File: config.mk
export PLATFORM = sky130hd
export DESIGN_NAME = date_period_overlap_days
export DESIGN_NICKNAME = d
export VERILOG_FILES = /design/src/rtl/core/dpod_pkg.sv /design/src/rtl/core/dpod_day_unit.sv /design/src/rtl/core/date_period_overlap_days.sv
export SDC_FILE = /design/constraint.sdc
export NUM_CORES = 1
export LEC_CHECK = 0
export BUFFER_PORTS_ARGS = -buffer_cell sky130_fd_sc_hd__clkbuf_2
export CORE_MARGIN = 3
export CORE_UTILIZATION = 60
export DETAILED_ROUTE_END_ITERATION = 6
export PLACE_DENSITY = 0.76
export SKIP_LAST_GASP = 1
export SYNTH_ARGS = -nofsm -noshare
export SYNTH_HDL_FRONTEND = slang
export SYNTH_HIERARCHICAL = 1
export SYNTH_SLANG_ARGS = --single-unit
export TNS_END_PERCENT = 20
File: constraint.sdc
create_clock -name clk_i -period 17.12 [get_ports clk_i]
set_clock_uncertainty 0.05 [all_clocks]
set_input_delay 1.712 -clock clk_i [delete_from_list [all_inputs] [get_ports clk_i]]
set_output_delay 1.712 -clock clk_i [all_outputs]
set_load 0.01 [all_outputs]
File: src/rtl/core/dpod_pkg.sv
// shared types, constants and calendar functions for the date period overlap block
package dpod_pkg;

  localparam int DayW   = 5;
  localparam int MonthW = 4;
  localparam int YearW  = 14;
  localparam int DateW  = DayW + MonthW + YearW;
  localparam int NumDates = 4;
  localparam int InDataW  = ((NumDates * DateW + 7) / 8) * 8;
  localparam int UserW    = 2;

  localparam logic [YearW-1:0]  YearMax  = YearW'(9999);
  localparam logic [MonthW-1:0] MonthDec = MonthW'(12);
  localparam logic [MonthW-1:0] MonthFeb = MonthW'(2);

  // floor(y / 100) == (y * Recip100) >> Recip100Shift for every 14-bit y
  localparam int Recip100W     = 13;
  localparam int Recip100Shift = 19;
  localparam int ProdW         = YearW + Recip100W;
  localparam int QuotW         = ProdW - Recip100Shift;
  localparam logic [Recip100W-1:0] Recip100 = Recip100W'(5243);
  localparam logic [YearW-1:0]     Century  = YearW'(100);

  localparam logic [DayW-1:0] MonthLen [12] = '{
    5'd31, 5'd28, 5'd31, 5'd30, 5'd31, 5'd30,
    5'd31, 5'd31, 5'd30, 5'd31, 5'd30, 5'd31
  };
  localparam logic [DayW-1:0] FebLeapLen = DayW'(29);

  typedef struct packed {
    logic [YearW-1:0]  year;
    logic [MonthW-1:0] month;
    logic [DayW-1:0]   day;
  } date_t;

  typedef struct packed {
    logic  valid;
    date_t next;
  } day_info_t;

  function automatic logic [DayW-1:0] days_in_month(logic [MonthW-1:0] month, logic leap);
    logic [DayW-1:0] len;
    len = '0;
    if (month == MonthFeb) begin
      len = leap ? FebLeapLen : MonthLen[1];
    end else if (month >= MonthW'(1) && month <= MonthDec) begin
      len = MonthLen[month - MonthW'(1)];
    end
    return len;
  endfunction

endpackage

File: src/rtl/core/dpod_day_unit.sv
// shared calendar unit: date validity and next-day increment with leap-year rule
module dpod_day_unit (
  input  dpod_pkg::date_t     date_i,
  output dpod_pkg::day_info_t info_o
);

  logic [dpod_pkg::ProdW-1:0]  prod;
  logic [dpod_pkg::QuotW-1:0]  quot100;
  logic [dpod_pkg::YearW-1:0]  rem100;
  logic                        leap;
  logic [dpod_pkg::DayW-1:0]   dim;
  dpod_pkg::date_t             next;

  always_comb begin
    prod    = dpod_pkg::ProdW'(date_i.year) * dpod_pkg::ProdW'(dpod_pkg::Recip100);
    quot100 = prod[dpod_pkg::ProdW-1:dpod_pkg::Recip100Shift];
    rem100  = date_i.year - dpod_pkg::YearW'(dpod_pkg::YearW'(quot100) * dpod_pkg::Century);
    // divisible by 4, and either not a century or a century divisible by 400
    leap    = (date_i.year[1:0] == 2'b00) && ((rem100 != '0) || (quot100[1:0] == 2'b00));
    dim     = dpod_pkg::days_in_month(date_i.month, leap);
  end

  always_comb begin
    next = date_i;
    if (date_i.day == dim) begin
      next.day = dpod_pkg::DayW'(1);
      if (date_i.month == dpod_pkg::MonthDec) begin
        next.month = dpod_pkg::MonthW'(1);
        next.year  = date_i.year + dpod_pkg::YearW'(1);
      end else begin
        next.month = date_i.month + dpod_pkg::MonthW'(1);
      end
    end else begin
      next.day = date_i.day + dpod_pkg::DayW'(1);
    end
  end

  assign info_o.valid = (date_i.year >= dpod_pkg::YearW'(1)) &&
                        (date_i.year <= dpod_pkg::YearMax) &&
                        (date_i.month >= dpod_pkg::MonthW'(1)) &&
                        (date_i.month <= dpod_pkg::MonthDec) &&
                        (date_i.day >= dpod_pkg::DayW'(1)) &&
                        (date_i.day <= dim);
  assign info_o.next  = next;

endmodule

File: src/rtl/core/date_period_overlap_days.sv
// top level: inclusive day overlap of two gregorian date periods
//
// one input transaction on the s_axis channel carries four dates: first
// period start and end, second period start and end. one result
// transaction on the m_axis channel returns the number of days common to
// both periods, ends included, with flags for saturation and bad input.
// the block takes one transaction at a time: s_axis_tready_o is high
// only while idle. after acceptance the shared calendar unit checks the
// four dates one at a time, then walks the overlap one day per cycle,
// counting at most 2^COUNT_BITS - 1 days before it saturates; invalid
// or empty input skips the walk. a finished result sits in an output
// register; the next transaction is accepted while it waits, and a
// second result holds in a done state until the receiver takes the
// first. reset returns the sequencer to idle and drops any pending
// result.
module date_period_overlap_days #(
  parameter int COUNT_BITS = 16
) (
  input  logic                         clk_i,
  input  logic                         rst_ni,
  input  logic                         s_axis_tvalid_i,
  output logic                         s_axis_tready_o,
  // first_start_day, first_start_month, first_start_year, first_end_day,
  // first_end_month, first_end_year, second_start_day, second_start_month,
  // second_start_year, second_end_day, second_end_month, second_end_year
  input  logic [dpod_pkg::InDataW-1:0] s_axis_tdata_i,
  output logic                         m_axis_tvalid_o,
  input  logic                         m_axis_tready_i,
  // overlap_days
  output logic [((COUNT_BITS+7)/8)*8-1:0] m_axis_tdata_o,
  // count_saturated, input_error
  output logic [dpod_pkg::UserW-1:0]   m_axis_tuser_o
);

  localparam int OutDataW = ((COUNT_BITS + 7) / 8) * 8;
  localparam logic [COUNT_BITS-1:0] CountMax = {COUNT_BITS{1'b1}};

  typedef enum logic [3:0] {
    S_IDLE  = 4'b0001,
    S_CHECK = 4'b0010,
    S_WALK  = 4'b0100,
    S_DONE  = 4'b1000
  } state_e;

  state_e                  state_q, state_d;
  logic [1:0]              idx_q, idx_d;
  logic                    err_q, err_d;
  logic                    out_valid_q, out_valid_d;

  dpod_pkg::date_t         s1_q, s1_d, e1_q, e1_d, s2_q, s2_d, e2_q, e2_d;
  dpod_pkg::date_t         walk_q, walk_d, hi_q, hi_d;
  logic [COUNT_BITS-1:0]   tally_q, tally_d;
  logic [COUNT_BITS-1:0]   res_days_q, res_days_d;
  logic                    res_sat_q, res_sat_d, res_err_q, res_err_d;
  logic [COUNT_BITS-1:0]   out_days_q, out_days_d;
  logic                    out_sat_q, out_sat_d, out_err_q, out_err_d;

  dpod_pkg::date_t         check_date, unit_date, lo, hi;
  dpod_pkg::day_info_t     info;
  logic                    err_now;

  always_comb begin
    unique case (idx_q)
      2'd0:    check_date = s1_q;
      2'd1:    check_date = e1_q;
      2'd2:    check_date = s2_q;
      default: check_date = e2_q;
    endcase
  end

  assign unit_date = (state_q == S_WALK) ? walk_q : check_date;

  dpod_day_unit u_day_unit (
    .date_i (unit_date),
    .info_o (info)
  );

  assign lo      = (s1_q > s2_q) ? s1_q : s2_q;
  assign hi      = (e1_q < e2_q) ? e1_q : e2_q;
  assign err_now = err_q | ~info.valid;

  assign s_axis_tready_o = (state_q == S_IDLE);

  always_comb begin
    state_d     = state_q;
    idx_d       = idx_q;
    err_d       = err_q;
    out_valid_d = out_valid_q;
    s1_d        = s1_q;
    e1_d        = e1_q;
    s2_d        = s2_q;
    e2_d        = e2_q;
    walk_d      = walk_q;
    hi_d        = hi_q;
    tally_d     = tally_q;
    res_days_d  = res_days_q;
    res_sat_d   = res_sat_q;
    res_err_d   = res_err_q;
    out_days_d  = out_days_q;
    out_sat_d   = out_sat_q;
    out_err_d   = out_err_q;

    if (out_valid_q && m_axis_tready_i) begin
      out_valid_d = 1'b0;
    end

    unique case (state_q)
      S_IDLE: begin
        if (s_axis_tvalid_i) begin
          s1_d    = dpod_pkg::date_t'(s_axis_tdata_i[0*dpod_pkg::DateW +: dpod_pkg::DateW]);
          e1_d    = dpod_pkg::date_t'(s_axis_tdata_i[1*dpod_pkg::DateW +: dpod_pkg::DateW]);
          s2_d    = dpod_pkg::date_t'(s_axis_tdata_i[2*dpod_pkg::DateW +: dpod_pkg::DateW]);
          e2_d    = dpod_pkg::date_t'(s_axis_tdata_i[3*dpod_pkg::DateW +: dpod_pkg::DateW]);
          idx_d   = 2'd0;
          err_d   = 1'b0;
          state_d = S_CHECK;
        end
      end
      S_CHECK: begin
        idx_d = idx_q + 2'd1;
        err_d = err_now;
        if (idx_q == 2'd3) begin
          priority if (err_now || (s1_q > e1_q)) begin
            res_days_d = '0;
            res_sat_d  = 1'b0;
            res_err_d  = 1'b1;
            state_d    = S_DONE;
          end else if (lo > hi) begin
            res_days_d = '0;
            res_sat_d  = 1'b0;
            res_err_d  = 1'b0;
            state_d    = S_DONE;
          end else begin
            walk_d  = lo;
            hi_d    = hi;
            tally_d = COUNT_BITS'(1);
            state_d = S_WALK;
          end
        end
      end
      S_WALK: begin
        priority if (walk_q == hi_q) begin
          res_days_d = tally_q;
          res_sat_d  = 1'b0;
          res_err_d  = 1'b0;
          state_d    = S_DONE;
        end else if (tally_q == CountMax) begin
          res_days_d = CountMax;
          res_sat_d  = 1'b1;
          res_err_d  = 1'b0;
          state_d    = S_DONE;
        end else begin
          walk_d  = info.next;
          tally_d = tally_q + COUNT_BITS'(1);
        end
      end
      S_DONE: begin
        if (!out_valid_q || m_axis_tready_i) begin
          out_days_d  = res_days_q;
          out_sat_d   = res_sat_q;
          out_err_d   = res_err_q;
          out_valid_d = 1'b1;
          state_d     = S_IDLE;
        end
      end
      default: state_d = S_IDLE;
    endcase
  end

  always_ff @(posedge clk_i or negedge rst_ni) begin
    if (!rst_ni) begin
      state_q     <= S_IDLE;
      idx_q       <= 2'd0;
      err_q       <= 1'b0;
      out_valid_q <= 1'b0;
      walk_q      <= '0;
      tally_q     <= '0;
    end else begin
      state_q     <= state_d;
      idx_q       <= idx_d;
      err_q       <= err_d;
      out_valid_q <= out_valid_d;
      walk_q      <= walk_d;
      tally_q     <= tally_d;
    end
  end

  always_ff @(posedge clk_i) begin
    s1_q       <= s1_d;
    e1_q       <= e1_d;
    s2_q       <= s2_d;
    e2_q       <= e2_d;
    hi_q       <= hi_d;
    res_days_q <= res_days_d;
    res_sat_q  <= res_sat_d;
    res_err_q  <= res_err_d;
    out_days_q <= out_days_d;
    out_sat_q  <= out_sat_d;
    out_err_q  <= out_err_d;
  end

  assign m_axis_tvalid_o = out_valid_q;
  assign m_axis_tdata_o  = OutDataW'(out_days_q);
  assign m_axis_tuser_o  = {out_err_q, out_sat_q};

  // an error result never carries a count or a saturation flag
  a_err_zero: assert property (@(posedge clk_i) disable iff (!rst_ni)
    (m_axis_tvalid_o && m_axis_tuser_o[1]) |-> (out_days_q == '0) && !m_axis_tuser_o[0])
    else $error("error result with nonzero count");

  // saturation only ever reports the full-scale count
  a_sat_max: assert property (@(posedge clk_i) disable iff (!rst_ni)
    (m_axis_tvalid_o && m_axis_tuser_o[0]) |-> (out_days_q == CountMax))
    else $error("saturated result below full scale");

  // the walk never passes the overlap end and the tally never wraps to zero
  a_walk_bound: assert property (@(posedge clk_i) disable iff (!rst_ni)
    (state_q == S_WALK) |-> (walk_q <= hi_q) && (tally_q != '0))
    else $error("day walk out of range");

  // an accepted transaction always starts the date check at the first date
  a_accept_check: assert property (@(posedge clk_i) disable iff (!rst_ni)
    (s_axis_tvalid_i && s_axis_tready_o) |=> (state_q == S_CHECK) && (idx_q == 2'd0))
    else $error("accepted transaction did not start the check");

endmodule

Word level (Yosys, flattened, before mapping)
Memories as Yosys holds them, arrays and structs flattened.
Index checks and enable logic that the tools add are counted.

word-level totals
  register bits = 198
  memory bits (read-only) = 80
  bits of input ports = 100
  memories = 1

memory list
  name              depth  width  rd ports  clocked after Yosys merged registers in  wr ports  RTL line        source
  (name not given)  16     5      1         0                                        0         dpod_pkg.sv:47  len = MonthLen[month - MonthW'(1)];

cells by class
  add/subtract/negate cells = 7
  $mul = 2
  magnitude comparators = 11
  eq/ne operators = 21
  mux-type cells = 57
  bitwise operators = 5
  reduce and logical (&&, ||, !) cells = 25

operator list
  kind                      count
  $mux W23                  8
  $mux W16                  10
  $gt A23 B23 Y1            3
  $pmux W23 S3              1
  $pmux W16 S2              2
  $pmux W23 S2              1
  $mux W4                   8
  $mul A14 B13 Y27 const B  1
  $mux W5                   5
  $eq A23 B23 Y1            1
  $lt A23 B23 Y1            1
  $mux W18                  1
  $add A16 B1 Y16 const B   1
  $eq A16 B16 Y1 const B    1
  $pmux W4 S4               1
  $add A14 B1 Y14 const B   1
  $ge A14 B1 Y1 const B     1
  $le A14 B14 Y1 const B    1
  $mux W1                   14
  $mux W14                  1
  $ne A2 B2 Y1 const B      7
  $reduce_bool A14 Y1       1
  $sub A14 B14 Y14          1
  $mul A8 B5 Y12 const B    1
  other kinds (32)          55

Longest topological paths before layout
Gate-level depths: netlist (run 1).

  word-level depth = 19
  mapped depth = 59
  depth with buffers taken out = 57

Cells and area by module
The synthesis (run 1) kept the hierarchy.

modules (own cells, without submodules)
  module                    instances  cells an instance  area each (sq um)  seq. area each (sq um)
  date_period_overlap_days  1          1018               11275.8            5711.7
  dpod_day_unit             1          627                5545.3             0.0

Worst setup path after synthesis (run 1)
OpenSTA, ideal clock, no wires.

  path type = reg2reg
  start point = register idx_q[0]
  end point = register walk_q[12] in the netlist's numbering
  setup time = 0.127 ns
  data arrival time = 13.406 ns
  data required time = 16.943 ns
  slack = 3.537 ns
  cell stages (with the launch flop) = 56
  path buffers = 2
  period minus slack after synthesis = 13.583 ns
  cells stage by stage = dfrtp_1 ha_1 clkinv_1 clkbuf_1 mux2_2 o21ai_0 fa_1 ha_1 inv_1 fa_1 inv_1 fa_1 inv_1 fa_1 inv_1 ha_1 a211oi_1 o211ai_1 (+20 left out) o311ai_0 a21oi_1 nand4_1 a2111oi_2 a31oi_1 ha_1 and3_1 o2111ai_1 a221oi_1 inv_1 a2111oi_0 o21ai_0 o32a_1 a2111oi_4 nor2_4 inv_6 buf_8 mux2_1

RTL lines
  element                 RTL line                         source
  from (decl)             date_period_overlap_days.sv:46   logic [1:0] idx_q, idx_d;
  from (signal assigned)  date_period_overlap_days.sv:180  idx_q <= idx_d;
  to (signal assigned)    date_period_overlap_days.sv:183  walk_q <= walk_d;
  to (decl)               date_period_overlap_days.sv:51   dpod_pkg::date_t walk_q, walk_d, hi_q, hi_d;

==> impl_summary.log, run 1 <==
[metrics] worst path bufs/invs: 10
[metrics] met2 GRT Util: approximately 44%
[metrics] most congested layer reported by global routing: met2
[metrics] number of antenna violations at the first check in global routing: 0
[metrics] TritonCTS sink count: a little under 200
[metrics] fin cells: approximately 2100
[metrics] largest delay contributor family on the critical path: adder cells
[metrics] Final Hold Fails: 0
[metrics] post-cts resize count: 0
[metrics] H-tree lvl count: 4
[metrics] most used flip-flop cell after synthesis: sky130_fd_sc_hd__edfxtp_1
[metrics] number of buffers inserted by hold repair at cts: 0
[metrics] worst hold path stage count: 0
[metrics] met1 usage: 36.8%
[metrics] clock transition at the register clock pins on the worst setup and hold paths after CTS: ~70 ps
[metrics] insertion delay to the later sink of the worst-skew pair: 440 ps
[metrics] Die X-Extent: around 170 um
[metrics] drt drc: 3
[metrics] arrival time of the worst setup path: 14880 ps
[metrics] Worst R2R Setup Slack: approximately 2500 ps
[metrics] I/O pin total: 120
[metrics] Placement Cell Area: about 18000 um^2
[metrics] kind of end point of the critical path: flop
[metrics] number of cells on the worst reg-to-reg path: 54
[metrics] number of library cell types mapped by synthesis: between 70 and 80
[metrics] most used standard cell by instance count after synthesis: sky130_fd_sc_hd__ha_1
[metrics] critical path class: reg2reg
[metrics] post-detailed-placement half-perimeter wirelength: around 32000 um
[metrics] effective utilization at floorplan: about three fifths
[metrics] Worst path most repeated cell: sky130_fd_sc_hd__inv_1
[metrics] residual overflow from global routing: 0
[metrics] library cell contributing the largest single delay on the critical path: sky130_fd_sc_hd__o21ai_1
[metrics] core box area: around 27000 um^2
[metrics] net count after synthesis: 2074
[metrics] outcome: finished with violations
[metrics] flip-flop and latch count after synthesis: 198
[metrics] Slew headroom: approximately a quarter
[metrics] number of flops mapped to enable cells by yosys: ~150
[metrics] detail-routed via count per cell: between 5 and 6
[metrics] maximum fanout encountered on the critical timing path: 28
[metrics] required time at the worst-slack endpoint: 17390 ps
[metrics] startpoint of the lowest-slack register-to-register path: idx_q[0]$_DFFE_PN0P_
[metrics] clock root buffer: sky130_fd_sc_hd__clkbuf_16
[metrics] total placed cells including tap cells: 2113
[metrics] vias after detailed routing: 12762
[metrics] kind of start point of the critical path: flop
[metrics] violations in the final reports: DRC
[metrics] proportion of synthesized flip-flops having asynchronous set or reset: a little under a quarter
[metrics] max-slew violation count: 0
[metrics] buffer depth of the longest clock path: 2
[metrics] Hold/Removal Path Class: reg2reg
[metrics] Avg Inst Size Synth: 10.2 um^2
[metrics] number of buffers added on ports: between 100 and 150
[metrics] unrepaired setup endpoints after global routing: no
[metrics] first-iteration detailed-routing DRC count: between 1000 and 1500
[metrics] antenna diode count: 0
[metrics] clock tree from TritonCTS: built
[metrics] number of global-route vias before repair: between 10000 and 15000
[metrics] fraction of final layout cells sized beyond drive strength 1: 13.4%
[metrics] num rows: 60
[metrics] minimum clock period: 14610 ps
[metrics] Reg-to-Reg End: walk_q[16]$_DFFE_PN0P_
[metrics] Chip Height: approximately 170 um
[metrics] Antenna Nets Post-Route: 0
[metrics] final WL: approximately 40000 um
[metrics] cell area after synthesis: 16800 um^2
[metrics] proportion of synthesized chip area in sequential cells: about a third
[metrics] fmax: roughly 0.068 GHz
[metrics] Hold Path Sink: m_axis_tdata_o[3]$_DFFE_PP_
[metrics] met3 track utilization from global routing: 4.10%
[metrics] layout net count: approximately 2200
[metrics] Sum Neg Setup Slack: 0 ps
[metrics] total of max-cap violations: 0
[metrics] post-route fraction of the period consumed by the critical path: 85.3%
[metrics] final instance area: between 15000 and 20000 um^2
[metrics] 1st-pass router iterations: 7
[metrics] die area: between 30000 and 40000 um^2
[metrics] cell accounting for the most synthesized area: sky130_fd_sc_hd__edfxtp_1
[metrics] top-area cell type share of the netlist area: 27.0%
[metrics] area added between synthesis and finish: 9.62%
[metrics] first-pass GRT wire length: approximately 66000 um
[metrics] TritonCTS buffer count: 17
[metrics] crit-path max cell delay: 740 ps
[metrics] hold path start: res_days_q[3]$_SDFFCE_PN0P_
[metrics] Setup-failing EPs final: 0
[metrics] Yosys warnings: 6
[metrics] GPL Wtd Cong: about 0.9
[metrics] top cells by count, synth: sky130_fd_sc_hd__ha_1, sky130_fd_sc_hd__inv_1, sky130_fd_sc_hd__edfxtp_1
[metrics] detail-routed net length per standard cell: ~19 um
[metrics] number of post-CTS setup repair buffers: 0
[metrics] overall global routing resource usage: 27.1%
[metrics] top cells by area in the synthesized netlist: sky130_fd_sc_hd__edfxtp_1, sky130_fd_sc_hd__ha_1, sky130_fd_sc_hd__fa_1, sky130_fd_sc_hd__dfrtp_1, sky130_fd_sc_hd__inv_1
[metrics] pin count of the biggest net entering global routing: 80
[metrics] slew at the pin with the worst max-slew slack: 1110 ps
[metrics] Synth Instances: between 1500 and 2000
==> sequential cells by signal, indices dropped and copies added, names as in the netlist <==
signal / cells
state_q: 4
m_axis_tdata_o: 16
hi_q: 23
res_sat_q: 1
res_err_q: 1
walk_q: 23
e2_q: 23
idx_q: 2
res_days_q: 16
out_err_q: 1
e1_q: 23
tally_q: 16
m_axis_tvalid_o: 1
err_q: 1
s2_q: 23
s1_q: 23
out_sat_q: 1
==> layout by cell type (no fill, tap or decap), types with 11 or more instances in the layout <==
master                        n
sky130_fd_sc_hd__a31oi_1     29
sky130_fd_sc_hd__xor2_1      24
sky130_fd_sc_hd__edfxtp_1   151
sky130_fd_sc_hd__nand3_1     29
sky130_fd_sc_hd__nor2_1     102
sky130_fd_sc_hd__nand2b_1    13
sky130_fd_sc_hd__inv_1      214
sky130_fd_sc_hd__fa_1        66
sky130_fd_sc_hd__o21ai_0     80
sky130_fd_sc_hd__mux2_2      33
sky130_fd_sc_hd__mux2i_1     46
sky130_fd_sc_hd__a21oi_1     85
sky130_fd_sc_hd__xnor2_1     36
sky130_fd_sc_hd__clkbuf_16   17
sky130_fd_sc_hd__buf_4       28
sky130_fd_sc_hd__a222oi_1    23
sky130_fd_sc_hd__nand4_1     31
sky130_fd_sc_hd__o21ai_1     11
sky130_fd_sc_hd__ha_1       263
sky130_fd_sc_hd__nor4_1      11
sky130_fd_sc_hd__clkbuf_2   115
sky130_fd_sc_hd__a21o_1      11
sky130_fd_sc_hd__nand2_1    127
sky130_fd_sc_hd__dfrtp_1     46
==> metrics by stage <==
step                utilization, %  hold WS, ps  setup WS, ps
detailed placement            65.6          355          2620
finish                        67.7          369          2510
CTS                           67.7          367          2570
floorplan                        -          350          3540
global placement              65.6          350          2810
global route                  67.7          379          1580
==> cells by family after synthesis <==
kind of cell,synth area share (%)
multiplexers,6.17
AO/OA/AOI/OAI,12.3
XOR/XNOR,3.12
adder cells (fa/ha/maj),27.4
flip-flops,34.0
AND/OR/NAND/NOR,10.9
buffers and inverters,6.17
==> per-layer routing <==
layer  wire, um  vias up
met5          0        -
met4       1220        0
met3       2370       82
met2      19200      457
met1      17200     6114
li1           -     6109
==> how the worst max path moves through the flow <==
stage / startpoint / endpoint / slack [ps] / cells past startpoint
3_3_place_gp: idx_q[0]$_DFFE_PN0P_ / walk_q[14]$_DFFE_PN0P_ / 2810 / 54
2_1_floorplan: idx_q[0]$_DFFE_PN0P_ / walk_q[12]$_DFFE_PN0P_ / 3540 / 55
3_5_place_dp: idx_q[0]$_DFFE_PN0P_ / walk_q[14]$_DFFE_PN0P_ / 2620 / 54
4_1_cts: idx_q[0]$_DFFE_PN0P_ / walk_q[16]$_DFFE_PN0P_ / 2570 / 54
5_1_grt: idx_q[0]$_DFFE_PN0P_ / walk_q[16]$_DFFE_PN0P_ / 1580 / 54
6_report: idx_q[0]$_DFFE_PN0P_ / walk_q[16]$_DFFE_PN0P_ / 2510 / 54
==> cell type report <==
cell class	count	area, um^2
Clock buffer	20	447
Tap cell	372	465
Sequential cell	198	5710
Inverter	217	821
Fill cell	2137	8810
Multi-Input combinational cell	1183	10100
Timing Repair Buffer	143	786
Clock inverter	12	118
Power of run 1 is left out: the tool's default activity adds up to more than one toggle a clock period on the data nets, which glitch-free logic cannot reach.
==> run 2, diff against run 1 <==
- RECOVER_POWER: unset -> 100
==> impl_summary.log, run 2 (synthesis results as in run 1) <==
[metrics] arrival time of the worst setup path: 15580 ps (+700 ps)
[metrics] number of cells on the worst reg-to-reg path: 54 (unchanged)
[metrics] Worst R2R Setup Slack: 1810 ps (-700 ps)
[metrics] pin count of the biggest net entering global routing: 80 (unchanged)
[metrics] post-cts resize count: 0 (unchanged)
[metrics] I/O pin total: 120 (unchanged)
[metrics] fraction of final layout cells sized beyond drive strength 1: 10.8% (-2.5 points)
[metrics] TritonCTS sink count: 198 (unchanged)
[metrics] detail-routed net length per standard cell: 18.7 um (+0.28%)
[metrics] unrepaired setup endpoints after global routing: no
[metrics] Hold Path Sink: out_err_q$_DFFE_PP_
[metrics] buffer depth of the longest clock path: 2 (unchanged)
[metrics] maximum fanout encountered on the critical timing path: 19 (-32%)
[metrics] Reg-to-Reg End: state_q[3]$_DFFE_PN0P_
[metrics] clock tree from TritonCTS: built
[metrics] vias after detailed routing: 12873 (+0.87%)
[metrics] Fill cells: 2171 (+1.6%)
[metrics] fmax: 0.0653 GHz (-4.6%)
[metrics] clock transition at the register clock pins on the worst setup and hold paths after CTS: 70 ps (about the same)
[metrics] kind of start point of the critical path: flop
[metrics] insertion delay to the later sink of the worst-skew pair: 440 ps (about the same)
[metrics] minimum clock period: 15310 ps (+702 ps)
[metrics] library cell contributing the largest single delay on the critical path: sky130_fd_sc_hd__o21ai_0
[metrics] kind of end point of the critical path: flop
[metrics] required time at the worst-slack endpoint: 17390 ps (about the same)
[metrics] number of post-CTS setup repair buffers: 0 (unchanged)
[metrics] outcome: finished with violations
[metrics] number of cells on the critical path: 54 (unchanged)
[metrics] number of buffers added on ports: 115 (unchanged)
[metrics] post-route fraction of the period consumed by the critical path: 89.4% (+4.1 points)
[metrics] Die X-Extent: 173 um (unchanged)
[metrics] number of global-route vias before repair: 12812 (unchanged)
[metrics] startpoint of the lowest-slack register-to-register path: idx_q[0]$_DFFE_PN0P_
[metrics] Hold/Removal Path Class: reg2reg
[metrics] hold path start: res_err_q$_SDFFCE_PP0P_
[metrics] final WL: 40200 um (+0.28%)
[metrics] number of buffers inserted by hold repair at cts: 0 (unchanged)
[metrics] slew at the pin with the worst max-slew slack: 3680 ps (+2570 ps)
[metrics] clock root buffer: sky130_fd_sc_hd__clkbuf_16
[metrics] Antenna Nets Post-Route: 0 (unchanged)
[metrics] Setup-failing EPs final: 0 (unchanged)
[metrics] worst path bufs/invs: 10 (unchanged)
[metrics] TritonCTS buffer count: 17 (unchanged)
[metrics] max-slew violation count: 169 (+169)
[metrics] area added between synthesis and finish: 8.96%
[metrics] worst hold path stage count: 0 (unchanged)
[metrics] Chip Height: 173 um (unchanged)
[metrics] leading cell type in the layout, fill and taps excluded: sky130_fd_sc_hd__ha_1
[metrics] detail-routed via count per cell: 6.00 (+0.87%)
[metrics] total of max-cap violations: 4 (+4)
[metrics] Sum Neg Setup Slack: 0 ps (unchanged)
[metrics] GPL Wtd Cong: 0.914 (unchanged)
[metrics] 1st-pass router iterations: 6 (-1)
[metrics] Worst path most repeated cell: sky130_fd_sc_hd__inv_1
[metrics] Slew headroom: -145% (-170 points)
[metrics] antenna diode count: 0 (unchanged)
[metrics] first-pass GRT wire length: 65500 um (unchanged)
[metrics] residual overflow from global routing: 0 (unchanged)
[metrics] layout net count: 2189 (unchanged)
[metrics] core box area: 27300 um^2 (unchanged)
[metrics] violations in the final reports: capacitance limit, slew limit
[metrics] largest delay contributor family on the critical path: compound AO/OA/AOI/OAI gates
[metrics] critical path class: reg2reg
[metrics] commonest cells after routing, fill and taps aside: sky130_fd_sc_hd__ha_1, sky130_fd_sc_hd__inv_1, sky130_fd_sc_hd__edfxtp_1, sky130_fd_sc_hd__nand2_1, sky130_fd_sc_hd__nor2_1
[metrics] number of antenna violations at the first check in global routing: 0 (unchanged)
[metrics] num rows: 60 (unchanged)
[metrics] H-tree lvl count: 4 (unchanged)
[metrics] fin cells: 2145 (unchanged)
[metrics] die area: 30100 um^2 (unchanged)
[metrics] drt drc: 0 (-3)
[metrics] post-detailed-placement half-perimeter wirelength: 31800 um (unchanged)
[metrics] total placed cells including tap cells: 2113 (unchanged)
[metrics] crit-path max cell delay: 1100 ps (+360 ps)
[metrics] overall global routing resource usage: 27.1% (unchanged)
[metrics] Final Hold Fails: 0 (unchanged)
[metrics] effective utilization at floorplan: 61.7% (unchanged)
[metrics] first-iteration detailed-routing DRC count: 1271 (unchanged)
[run 2: final cells by class]
type | instances | area, um^2 | share of cell area [%]
sequential | 198 | 5710 | 31.2
tap | 372 | 465 | 2.54
multi-input combinational | 1183 | 10000 | 54.7
clock buffer | 20 | 447 | 2.44
inverter | 217 | 821 | 4.48
clock inverter | 12 | 118 | 0.642
timing repair buffer | 143 | 736 | 4.01
[run 2: through the flow]
stage	hold WS, ps	area (um^2)	setup WS (ps)	util (%)
after global placement	350	17900	2810	65.6
after global routing	379	18300	860	67.3
after CTS	367	18400	2570	67.7
after floorplan	350	16800	3540	-
after detailed placement	355	17900	2620	65.6
final	368	18300	1810	67.3
[run 2: layer usage]
metal	routed length, um	track usage (%)	vias up
met4	1310	9.46	0
met3	2570	4.10	94
met1	17200	36.8	6170
met2	19100	44.5	497
met5	0	0	-
li1	-	-	6112
[run 2: how the worst max path moves through the flow]
stage                         startpoint                      to  slack [ps]
floorplan           idx_q[0]$_DFFE_PN0P_  walk_q[12]$_DFFE_PN0P_        3540
global route        idx_q[0]$_DFFE_PN0P_  walk_q[16]$_DFFE_PN0P_         860
detailed placement  idx_q[0]$_DFFE_PN0P_  walk_q[14]$_DFFE_PN0P_        2620
CTS                 idx_q[0]$_DFFE_PN0P_  walk_q[16]$_DFFE_PN0P_        2570
global placement    idx_q[0]$_DFFE_PN0P_  walk_q[14]$_DFFE_PN0P_        2810
finish              idx_q[0]$_DFFE_PN0P_  state_q[3]$_DFFE_PN0P_        1810
Power of run 2 is left out for the same reason.
==> run 3, diff against run 2 <==
--- a/config.mk
+++ b/config.mk
@@ -7,3 +7,3 @@
 export LEC_CHECK = 0
-export BUFFER_PORTS_ARGS = -buffer_cell sky130_fd_sc_hd__clkbuf_2
+export BUFFER_PORTS_ARGS = -buffer_cell sky130_fd_sc_hd__buf_2
 export CORE_MARGIN = 3
==> constraint.sdc (replaced) <==
create_clock -name clk_i -period 17.12 [get_ports clk_i]
set_clock_uncertainty 0.05 [all_clocks]
set_input_delay 0.856 -clock clk_i [delete_from_list [all_inputs] [get_ports clk_i]]
set_output_delay 0.856 -clock clk_i [all_outputs]
set_load 0.01 [all_outputs]
==> impl_summary.log, run 3 (synthesis results as in run 1) <==
[metrics] minimum clock period: 15010 ps (-299 ps)
[metrics] post-cts resize count: 0 (unchanged)
[metrics] largest delay contributor family on the critical path: adder cells
[metrics] worst path bufs/invs: 12 (+2)
[metrics] fraction of final layout cells sized beyond drive strength 1: 11.3% (+0.51 points)
[metrics] kind of end point of the critical path: flop
[metrics] uppermost metal layer occupied by signal nets: met4
[metrics] worst hold path stage count: 0 (unchanged)
[metrics] Chip Height: 173 um (unchanged)
[metrics] startpoint of the lowest-slack register-to-register path: idx_q[0]$_DFFE_PN0P_
[metrics] GPL Wtd Cong: 0.925 (+1.2%)
[metrics] required time at the worst-slack endpoint: 17390 ps (about the same)
[metrics] Final Hold Fails: 0 (unchanged)
[metrics] kind of start point of the critical path: flop
[metrics] commonest cells after routing, fill and taps aside: sky130_fd_sc_hd__ha_1, sky130_fd_sc_hd__inv_1, sky130_fd_sc_hd__edfxtp_1, sky130_fd_sc_hd__nand2_1, sky130_fd_sc_hd__nor2_1
[metrics] library cell contributing the largest single delay on the critical path: sky130_fd_sc_hd__clkbuf_1
[metrics] post-route fraction of the period consumed by the critical path: 87.7% (-1.7 points)
[metrics] leading cell type in the layout, fill and taps excluded: sky130_fd_sc_hd__ha_1
[metrics] I/O pin total: 120 (unchanged)
[metrics] total of max-cap violations: 3 (-1)
[metrics] effective utilization at floorplan: 61.7% (unchanged)
[metrics] post-detailed-placement half-perimeter wirelength: 31900 um (+0.36%)
[metrics] number of cells on the critical path: 54 (unchanged)
[metrics] detail-routed net length per standard cell: 18.7 um (about the same)
[metrics] Met2 Routed Length: 19500 um (+2.3%)
[metrics] number of global-route vias before repair: 12928 (+0.91%)
[metrics] core box area: 27300 um^2 (unchanged)
[metrics] Worst Setup Slack post-DPL: 2970 ps (+353 ps)
[metrics] clock transition at the register clock pins on the worst setup and hold paths after CTS: 70 ps (about the same)
[metrics] Routed met3 length: 2570 um (-0.16%)
[metrics] fmax: 0.0666 GHz (+2.0%)
[metrics] Die X-Extent: 173 um (unchanged)
[metrics] final setup slack of the worst path: 2110 ps (+299 ps)
[metrics] max-slew violation count: 149 (-12%)
[metrics] buffer depth of the longest clock path: 2 (unchanged)
[metrics] first-pass GRT wire length: 65800 um (+0.38%)
[metrics] unrepaired setup endpoints after global routing: no
[metrics] crit-path max cell delay: 970 ps (-130 ps)
[metrics] slew at the pin with the worst max-slew slack: 3560 ps (-116 ps)
[metrics] Slew headroom: -138% (+7.7 points)
[metrics] Setup-failing EPs final: 0 (unchanged)
[metrics] H-tree lvl count: 4 (unchanged)
[metrics] pin count of the biggest net entering global routing: 80 (unchanged)
[metrics] violations in the final reports: DRC, capacitance limit, slew limit
[metrics] Fill cells: 2130 (-1.9%)
[metrics] fin cells: 2145 (unchanged)
[metrics] residual overflow from global routing: 0 (unchanged)
[metrics] total placed cells including tap cells: 2114 (+0.047%)
[metrics] arrival time of the worst setup path: 15280 ps (-300 ps)
[metrics] overall global routing resource usage: 27.1% (+0.034 points)
[metrics] Hold/Removal Path Class: reg2reg
[metrics] drt drc: 11 (+11)
[metrics] number of antenna violations at the first check in global routing: 0 (unchanged)
[metrics] first-iteration detailed-routing DRC count: 1148 (-9.7%)
[metrics] Worst R2R Setup Slack: 2110 ps (+300 ps)
[metrics] num rows: 60 (unchanged)
[metrics] clock root buffer: sky130_fd_sc_hd__clkbuf_16
[metrics] critical path class: reg2reg
[metrics] number of cells on the worst reg-to-reg path: 54 (unchanged)
[metrics] hold path start: res_days_q[5]$_SDFFCE_PN0P_
[metrics] Hold Path Sink: m_axis_tdata_o[5]$_DFFE_PP_
[metrics] Sum Neg Setup Slack: 0 ps (unchanged)
[metrics] vias after detailed routing: 12809 (-0.50%)
[metrics] final WL: 40200 um (about the same)
[metrics] detail-routed via count per cell: 5.97 (-0.50%)
[metrics] layout net count: 2190 (+0.046%)
[metrics] final instance area: 18400 um^2 (+0.16%)
[metrics] antenna diode count: 0 (unchanged)
[metrics] 1st-pass router iterations: 7 (+1)
[metrics] die area: 30100 um^2 (unchanged)
[metrics] Placement Cell Area: 17900 um^2 (about the same)
[metrics] outcome: finished with violations
[metrics] TritonCTS sink count: 198 (unchanged)
[metrics] insertion delay to the later sink of the worst-skew pair: 440 ps (about the same)
[metrics] number of post-CTS setup repair buffers: 0 (unchanged)
[metrics] area added between synthesis and finish: 9.13%
[metrics] Reg-to-Reg End: walk_q[15]$_DFFE_PN0P_
[metrics] metal1 wirelength: 17100 um (-0.82%)
[metrics] Antenna Nets Post-Route: 0 (unchanged)
[metrics] number of buffers inserted by hold repair at cts: 0 (unchanged)
[metrics] maximum fanout encountered on the critical timing path: 28 (+9)
[metrics] TritonCTS buffer count: 17 (unchanged)
[metrics] clock tree from TritonCTS: built
[metrics] number of buffers added on ports: 115 (unchanged)
==> run 3: how the worst max path moves through the flow <==
stage	from	end	slack (ps)
6_report	idx_q[0]$_DFFE_PN0P_	walk_q[15]$_DFFE_PN0P_	2110
5_1_grt	idx_q[0]$_DFFE_PN0P_	walk_q[15]$_DFFE_PN0P_	910
4_1_cts	idx_q[0]$_DFFE_PN0P_	walk_q[14]$_DFFE_PN0P_	2890
3_5_place_dp	idx_q[0]$_DFFE_PN0P_	walk_q[14]$_DFFE_PN0P_	2970
3_3_place_gp	idx_q[0]$_DFFE_PN0P_	walk_q[14]$_DFFE_PN0P_	3280
2_1_floorplan	idx_q[0]$_DFFE_PN0P_	walk_q[12]$_DFFE_PN0P_	3540
==> run 3: per-layer routing <==
layer,GRT usage (%),vias up
li1,-,6122
met1,35.8,6194
met2,45.7,414
met3,4.31,79
met4,8.95,0
met5,0,-
==> run 3: layout make-up <==
class | count | area (um^2) | area share, %
timing repair buffer | 144 | 746 | 4.06
clock buffer | 17 | 425 | 2.32
tap | 372 | 465 | 2.54
sequential | 198 | 5710 | 31.1
inverter | 217 | 821 | 4.47
clock inverter | 14 | 141 | 0.770
multi-input combinational | 1183 | 10000 | 54.7
==> run 3: worst register-to-register path, delay by kind of cell (launching register included) <==
kind,cells,cell delay (ps)
muxes,3,1020
AOI/OAI and AO/OA,18,4620
adders and majority gates,13,4750
DFF,1,430
buffers and inverters,12,2250
xor gates and xnor gates,2,570
and+or+nand+nor,6,1210
==> run 3: stage by stage <==
step | hold WS, ps | util, %
after floorplan | 350 | -
final | 370 | 67.4
after CTS | 371 | 67.7
after global routing | 379 | 67.4
after global placement | 350 | 65.6
after detailed placement | 355 | 65.6
Power of run 3 is left out for the same reason.
